## src/rtl/kdeb_pkg.sv

```systemverilog
// Shared types and constants for the eager-press, deferred-release key debouncer.
// Holds the per-key table entry layout, the mode encoding and the table sizes.
// No dependencies.
package kdeb_pkg;

  localparam int NUM_KEYS  = 128;
  localparam int KEY_AW    = 7;
  localparam int KEY_CNT_W = KEY_AW + 1;
  localparam int TICK_W    = 32;
  localparam int DBNC_W    = 16;

  localparam logic [DBNC_W-1:0] DBNC_RESET = 16'd5;

  typedef enum logic [1:0] {
    MODE_IDLE      = 2'd0,
    MODE_EAGER     = 2'd1,
    MODE_DEFER_REL = 2'd2,
    MODE_DEFER_PRS = 2'd3
  } key_mode_t;

  typedef struct packed {
    key_mode_t         mode;
    logic [TICK_W-1:0] stamp;
    logic              reported;
  } key_entry_t;

endpackage

```

## src/rtl/kdeb_key_ram.sv

```systemverilog
// Per-key state table: synchronous memory with one read and one write port.
// Entries never written since reset read as all zero through flip-flop valid bits.
// Depends on kdeb_pkg.
module kdeb_key_ram (
  input  logic                       clk,
  input  logic                       rst_n,
  input  logic                       rd_en,
  input  logic [kdeb_pkg::KEY_AW-1:0] rd_addr,
  output kdeb_pkg::key_entry_t        rd_data,
  input  logic                       wr_en,
  input  logic [kdeb_pkg::KEY_AW-1:0] wr_addr,
  input  kdeb_pkg::key_entry_t        wr_data
);

  kdeb_pkg::key_entry_t mem [kdeb_pkg::NUM_KEYS];
  logic [kdeb_pkg::NUM_KEYS-1:0] valid_r;
  kdeb_pkg::key_entry_t rd_mem_r;
  logic                 rd_vld_r;

  always_ff @(posedge clk) begin
    if (wr_en) begin
      mem[wr_addr] <= wr_data;
    end
    if (rd_en) begin
      rd_mem_r <= mem[rd_addr];
    end
  end

  always_ff @(posedge clk) begin
    if (!rst_n) begin
      valid_r  <= '0;
      rd_vld_r <= 1'b0;
    end else begin
      if (wr_en) begin
        valid_r[wr_addr] <= 1'b1;
      end
      if (rd_en) begin
        rd_vld_r <= valid_r[rd_addr];
      end
    end
  end

  // An entry that has never been written holds its reset value: idle, stamp zero, released.
  assign rd_data = rd_vld_r ? rd_mem_r : '0;

endmodule

```

## src/rtl/key_debounce_eager_press_defer_release.sv

```systemverilog
// Top level of the eager-press, deferred-release key debouncer.
// Instantiates kdeb_key_ram; uses kdeb_pkg for types and constants.
//
// Each accepted key sample gives exactly one result beat through the output register.
// The sample's key entry (mode, 32-bit stamp, reported level) is read from a
// one-port-read, one-port-write table when the sample is accepted, and is updated and
// written back when it leaves the s1 stage; a write-back register forwards the entry
// when the same key follows directly, so consecutive samples of one key need no bubble.
// Throughput is set by that single read-modify-write of the table: one sample per
// cycle while the result side takes beats. No clearing pass is needed after reset.
module key_debounce_eager_press_defer_release (
  input  logic        clk,
  input  logic        rst_n,
  // Configuration: debounce_ticks
  input  logic        cfg_valid,
  output logic        cfg_ready,
  input  logic [15:0] cfg_data,
  // Input samples
  input  logic        in_tvalid,
  output logic        in_tready,
  input  logic [39:0] in_tdata,   // [6:0] key_index, [7] raw_level, [39:8] now_tick
  input  logic        in_tlast,   // last_of_scan
  // Results
  output logic        out_tvalid,
  input  logic        out_tready,
  output logic [15:0] out_tdata   // [6:0] key_number, [7] debounced_level,
                                  // [8] level_changed, [9] scan_changed, rest zero
);

  localparam int AW = kdeb_pkg::KEY_AW;
  localparam int TW = kdeb_pkg::TICK_W;

  logic [kdeb_pkg::DBNC_W-1:0] dbnc_r;

  logic          s1_valid_r;
  logic [AW-1:0] s1_idx_r;
  logic          s1_raw_r;
  logic [TW-1:0] s1_now_r;
  logic          s1_last_r;

  logic                 wb_valid_r;
  logic [AW-1:0]        wb_idx_r;
  kdeb_pkg::key_entry_t wb_data_r;

  logic scan_acc_r;
  logic scan_acc_nxt;

  logic        out_valid_r;
  logic [15:0] out_data_r;
  logic [15:0] out_data_nxt;

  logic                 in_go;
  logic                 s1_go;
  logic                 in_range;
  logic                 wr_en;
  kdeb_pkg::key_entry_t ram_rd;
  kdeb_pkg::key_entry_t cur;
  kdeb_pkg::key_entry_t upd;
  logic                 changed;
  logic                 level;
  logic                 scan_out;

  assign cfg_ready = 1'b1;

  always_ff @(posedge clk) begin
    if (!rst_n) begin
      dbnc_r <= kdeb_pkg::DBNC_RESET;
    end else if (cfg_valid) begin
      dbnc_r <= cfg_data;
    end
  end

  assign s1_go     = s1_valid_r && (!out_valid_r || out_tready);
  assign in_tready = !s1_valid_r || s1_go;
  assign in_go     = in_tvalid && in_tready;

  kdeb_key_ram u_ram (
    .clk     (clk),
    .rst_n   (rst_n),
    .rd_en   (in_go),
    .rd_addr (in_tdata[AW-1:0]),
    .rd_data (ram_rd),
    .wr_en   (wr_en),
    .wr_addr (s1_idx_r),
    .wr_data (upd)
  );

  always_ff @(posedge clk) begin
    if (!rst_n) begin
      s1_valid_r <= 1'b0;
    end else if (in_go) begin
      s1_valid_r <= 1'b1;
    end else if (s1_go) begin
      s1_valid_r <= 1'b0;
    end
  end

  always_ff @(posedge clk) begin
    if (in_go) begin
      s1_idx_r  <= in_tdata[AW-1:0];
      s1_raw_r  <= in_tdata[7];
      s1_now_r  <= in_tdata[39:8];
      s1_last_r <= in_tlast;
    end
  end

  // The table read lands at the same edge as the previous write-back, so the
  // write-back register holds the newest copy of that key.
  assign cur = (wb_valid_r && (wb_idx_r == s1_idx_r)) ? wb_data_r : ram_rd;

  assign in_range = {1'b0, s1_idx_r} < kdeb_pkg::KEY_CNT_W'(kdeb_pkg::NUM_KEYS);

  always_comb begin
    logic [TW-1:0] elapsed;
    logic          settled;
    upd = cur;
    if ((upd.mode == kdeb_pkg::MODE_IDLE) && (s1_raw_r != upd.reported)) begin
      upd.mode  = s1_raw_r ? kdeb_pkg::MODE_EAGER : kdeb_pkg::MODE_DEFER_REL;
      upd.stamp = s1_now_r;
      if (s1_raw_r) begin
        upd.reported = 1'b1;
      end
    end
    // A bounce in a deferred mode follows the raw level and restarts the timer.
    if ((upd.mode == kdeb_pkg::MODE_DEFER_REL) || (upd.mode == kdeb_pkg::MODE_DEFER_PRS)) begin
      if (s1_raw_r != (upd.mode == kdeb_pkg::MODE_DEFER_PRS)) begin
        upd.mode  = s1_raw_r ? kdeb_pkg::MODE_DEFER_PRS : kdeb_pkg::MODE_DEFER_REL;
        upd.stamp = s1_now_r;
      end
    end
    elapsed = s1_now_r - upd.stamp;
    settled = elapsed >= {{(TW-kdeb_pkg::DBNC_W){1'b0}}, dbnc_r};
    if ((upd.mode != kdeb_pkg::MODE_IDLE) && settled) begin
      upd.mode = kdeb_pkg::MODE_IDLE;
      if (!s1_raw_r) begin
        upd.reported = 1'b0;
      end
    end
  end

  assign wr_en   = s1_go && in_range;
  assign level   = in_range ? upd.reported : 1'b0;
  assign changed = in_range ? (upd.reported ^ cur.reported) : 1'b0;

  always_comb begin
    scan_out     = 1'b0;
    scan_acc_nxt = scan_acc_r | changed;
    if (s1_last_r) begin
      scan_out     = scan_acc_r | changed;
      scan_acc_nxt = 1'b0;
    end
  end

  assign out_data_nxt = {6'd0, scan_out, changed, level, s1_idx_r};

  always_ff @(posedge clk) begin
    if (!rst_n) begin
      wb_valid_r  <= 1'b0;
      scan_acc_r  <= 1'b0;
      out_valid_r <= 1'b0;
    end else begin
      if (wr_en) begin
        wb_valid_r <= 1'b1;
      end
      if (s1_go) begin
        scan_acc_r  <= scan_acc_nxt;
        out_valid_r <= 1'b1;
      end else if (out_tready) begin
        out_valid_r <= 1'b0;
      end
    end
  end

  always_ff @(posedge clk) begin
    if (wr_en) begin
      wb_idx_r  <= s1_idx_r;
      wb_data_r <= upd;
    end
    if (s1_go) begin
      out_data_r <= out_data_nxt;
    end
  end

  assign out_tvalid = out_valid_r;
  assign out_tdata  = out_data_r;

endmodule
```

## config.mk

```make
export PLATFORM = sky130hd
export DESIGN_NAME = key_debounce_eager_press_defer_release
export DESIGN_NICKNAME = d
export VERILOG_FILES = /design/src/rtl/kdeb_pkg.sv /design/src/rtl/kdeb_key_ram.sv /design/src/rtl/key_debounce_eager_press_defer_release.sv
export SDC_FILE = /design/constraint.sdc
export NUM_CORES = 2
export LEC_CHECK = 0
export BUFFER_PORTS_ARGS = -buffer_cell sky130_fd_sc_hd__buf_2
export CELL_PAD_IN_SITES_DETAIL_PLACEMENT = 0
export CELL_PAD_IN_SITES_GLOBAL_PLACEMENT = 2
export CORE_MARGIN = 2
export CORE_UTILIZATION = 35
export DETAILED_ROUTE_END_ITERATION = 8
export PLACE_DENSITY_LB_ADDON = 0.1
export SYNTH_ARGS = -nofsm -noshare
export SYNTH_HDL_FRONTEND = slang
export SYNTH_MEMORY_MAX_BITS = 65536
export SYNTH_SLANG_ARGS = --single-unit
```

## constraint.sdc

```tcl
create_clock -name clk -period 18.9 [get_ports clk]
set_input_delay 0 -clock clk [delete_from_list [all_inputs] [get_ports clk]]
set_output_delay 0 -clock clk [all_outputs]
set_load 0.1 [all_outputs]
```

==> impl_metrics.yaml <==
synth:
  synth_commonest_cells: "4600 x edfxtp_1, 1512 x mux4_2, 230 x clkbuf_1"
  postSynthAreaPerCell_um2: 24.10
  synth_edf_count: 4600
  ys_dominant_reg_cell: "edfxtp_1"
  yosys.area.top_type_share: 0.7562
  synth.distinct_cells: 68
  yosysMostFrequentCell: "edfxtp_1"
  synthesis.area_mm2: 0.1827
  synthArstFlopShare: 0
  ys_seq_area_frac: 0.7725
  synth_top_cell_by_area: "edfxtp_1"
  ys_top_cells_by_area: "edfxtp_1 76%, mux4_2 19%, dfxtp_1 1.6%, o21a_1 0.55%, clkbuf_1 0.47%"
  synth_seq_cells: 4749
  ys_warn_count: 0
  netlist_instances: 7581
worst_setup_path:
  start_kind: "register"
  cp_common_cell: "buf_4"
  cp_max_fo: 68
  arrival_ps: 11250
  end_kind: "register"
  slowest_stage: "buf_4"
  path_class: "register to register"
  cp.required_ps: 19620
  critPathMaxStageDelay_ps: 680
clock_network:
  postCtsSetupBuffers: 0
  cts.htree.levels: 6
  path_clk_slew_ps: 60
  numCtsBuffers: 532
  clockBufferDepth: 4
  cts-root-buf: "clkbuf_16"
  clkSinkCount: 4749
  cts_tree: "done"
  cts_resized: 0
  clk_latency_ps: 1050
  cts_hold_buf: 147
drt:
  wl_met3_um: 32540
  top_layer: "met5"
  met2WireLength_um: 255500
  drc_errors: 0
  via_count: 86080
  wl_per_cell_um: 35.69
  wl_met1_um: 258100
  drt_wl_total_um: 556300
  vias_per_cell: 5.523
  drt_pass1_iterations: 6
  drt.antenna.violating_nets: 0
  drtIter0Drc: 9833
placed_design:
  post-place-cells: 14460
  port_buffers: 73
  place.detailed.hpwl_um: 291400
  dpl_cell_area_mm2: 0.1933
  place_congestion: 0.7663
timing:
  hold_viol: 0
  grt_setup_unrepaired: "false"
  finClkSkew_ps: 40.44
  fin_setup_tns_ps: 0
  maxSlewHeadroom: 0.1910
  maxSlewViolCount: 0
  fmax_ghz: 0.09498
  timing.final.crit_share: 0.5571
  finalSetupViolCount: 0
  worstMarginPinSlew_ps: 1210
  period_needed_ps: 10530
layout:
  fin_area_mm2: 0.2115
  finalNetCount: 8309
  stdcell_count: 15590
  drive_gt1_frac: 0.3215
  area_delta_synth_final_pct: 15.76
  n_fill_cell: 45250
global_route:
  antenna_found_initial: 83
  grt.overflow.total: 0
  grt_pass1_vias: 88390
  track_usage: 0.2076
  grt_pass1_wl_um: 755800
  grt_start_max_net_pins: 108
run_status:
  status: "finished, final reports clean"
floorplanning:
  ios: 81
  die_w_um: 726.5
  rows: 265
  die_area_mm2: 0.5277
  dieHeight_um: 726.5
  initial_core_util: 0.3511
  core_region_area_mm2: 0.5202
power_and_ir_drop:
  p_per_area_mw_per_mm2: 110.0
  p_leak_nw: 65.87
  irDropWorstVdd_mv: 0.09199
worst_hold_path:
  hp-class: "input port to register"
job:
  cap_viol_max_count: 0
## final cells by class
type	count	area, um2	area share
clock inverter	247	2082	0.009846
clock buffer	690	14470	0.06844
tap	6942	8686	0.04108
inverter	64	287.8	0.001361
antenna	44	110.1	0.0005207
multi-input combinational	2372	40790	0.1929
sequential	4749	141100	0.6673
timing repair buffer	477	3916	0.01852
## cells by family after synthesis
logic type | count (synthesis) | share of synthesized area
compound gates | 313 | 0.01165
fa+ha+maj | 51 | 0.003534
simple gates | 380 | 0.009294
mux | 1595 | 0.1913
xor+xnor | 26 | 0.001247
flops | 4749 | 0.7725
other cells | 2 | 0.00004111
buf+inv | 465 | 0.01047
## layer usage
layer / up-vias / GRT usage
li1: 34010 / -
met1: 48680 / 0.3174
met2: 2798 / 0.3225
met3: 595 / 0.02611
met4: 4 / 0.03814
met5: - / 0
## metrics by stage
step	hold slack (ps)	setup WS, ps	total power [W]	util
detailed placement	178.1	8460	0.01351	0.3716
floorplan	98.87	1988	0.01284	-
finish	62.10	8371	0.02325	0.4065
global placement	179.7	8673	0.01349	0.3716
CTS	12.75	8388	0.02354	0.4063
global route	29.44	7591	0.02399	0.4063
## critical path: cells and delay by family (launching register included)
family,cells,cell delay (ps)
mux,1,440
flops,1,540
xor+xnor,2,420
compound gates,11,2350
simple gates,10,2140
buf+inv,6,2750
fa+ha+maj,3,1310
## registers in the layout, summed over array words and instances, names as in the netlist
| name | count |
|---|---|
| s1_idx_r | 7 |
| wb_idx_r | 6 |
| u_ram.valid_r | 128 |
| wb_data_r | 34 |
| s1_last_r | 1 |
| s1_now_r | 32 |
| u_ram.rd_vld_r | 1 |
| s1_raw_r | 1 |
| s1_valid_r | 1 |
| scan_acc_r | 1 |
| u_ram.rd_mem_r | 35 |
| out_tvalid | 1 |
| dbnc_r | 16 |
| out_tdata | 4 |
| wb_valid_r | 1 |
| u_ram.mem | 4480 |
## placed cells by master, fill, tap and decap left out, types with 7 or more instances in the layout
cell type	count
a211oi_1	7
a21o_1	9
a21oi_1	42
buf_12	9
buf_2	66
buf_4	252
bufinv_16	30
clkbuf_1	126
clkbuf_16	555
clkbuf_8	7
clkinv_1	109
clkinv_2	67
clkinvlp_4	8
conb_1	7
dfxtp_1	149
diode_2	44
dlygate4sd3_1	146
edfxtp_1	4600
ha_1	50
inv_1	45
inv_4	19
inv_6	23
mux2_2	36
mux2_4	11
mux2i_1	36
mux4_2	1512
nand2_1	111
nand2b_1	7
nand3_1	10
nand4_1	16
nor2_1	39
nor2_4	129
nor2b_1	24
nor3_1	7
o211ai_1	10
o21a_1	135
o21ai_0	64
xnor2_1	21
## final timing paths
kind	depth (start not counted)	slack, ps	start	endpoint
max reg2reg	33	8370	s1_idx_r[5]$_DFFE_PP_	u_ram.mem[7][33]$_DFFE_PP_
min	2	60	in_tdata[4]	s1_idx_r[4]$_DFFE_PP_
max	33	8370	s1_idx_r[5]$_DFFE_PP_	u_ram.mem[7][33]$_DFFE_PP_
min reg2reg	1	460	u_ram.valid_r[39]$_SDFFE_PN0P_	u_ram.valid_r[39]$_SDFFE_PN0P_
## report_power, final
| part | leakage [nW] | internal, W | switching (W) |
|---|---|---|---|
| clock | 8.08 | 0.00580 | 0.00416 |
| combinational | 14.3 | 0.000478 | 0.00104 |
| sequential | 43.5 | 0.0118 | 0.0000216 |
| total | 65.9 | 0.0180 | 0.00522 |
No activity file was read; power rests on OpenSTA's default activity.
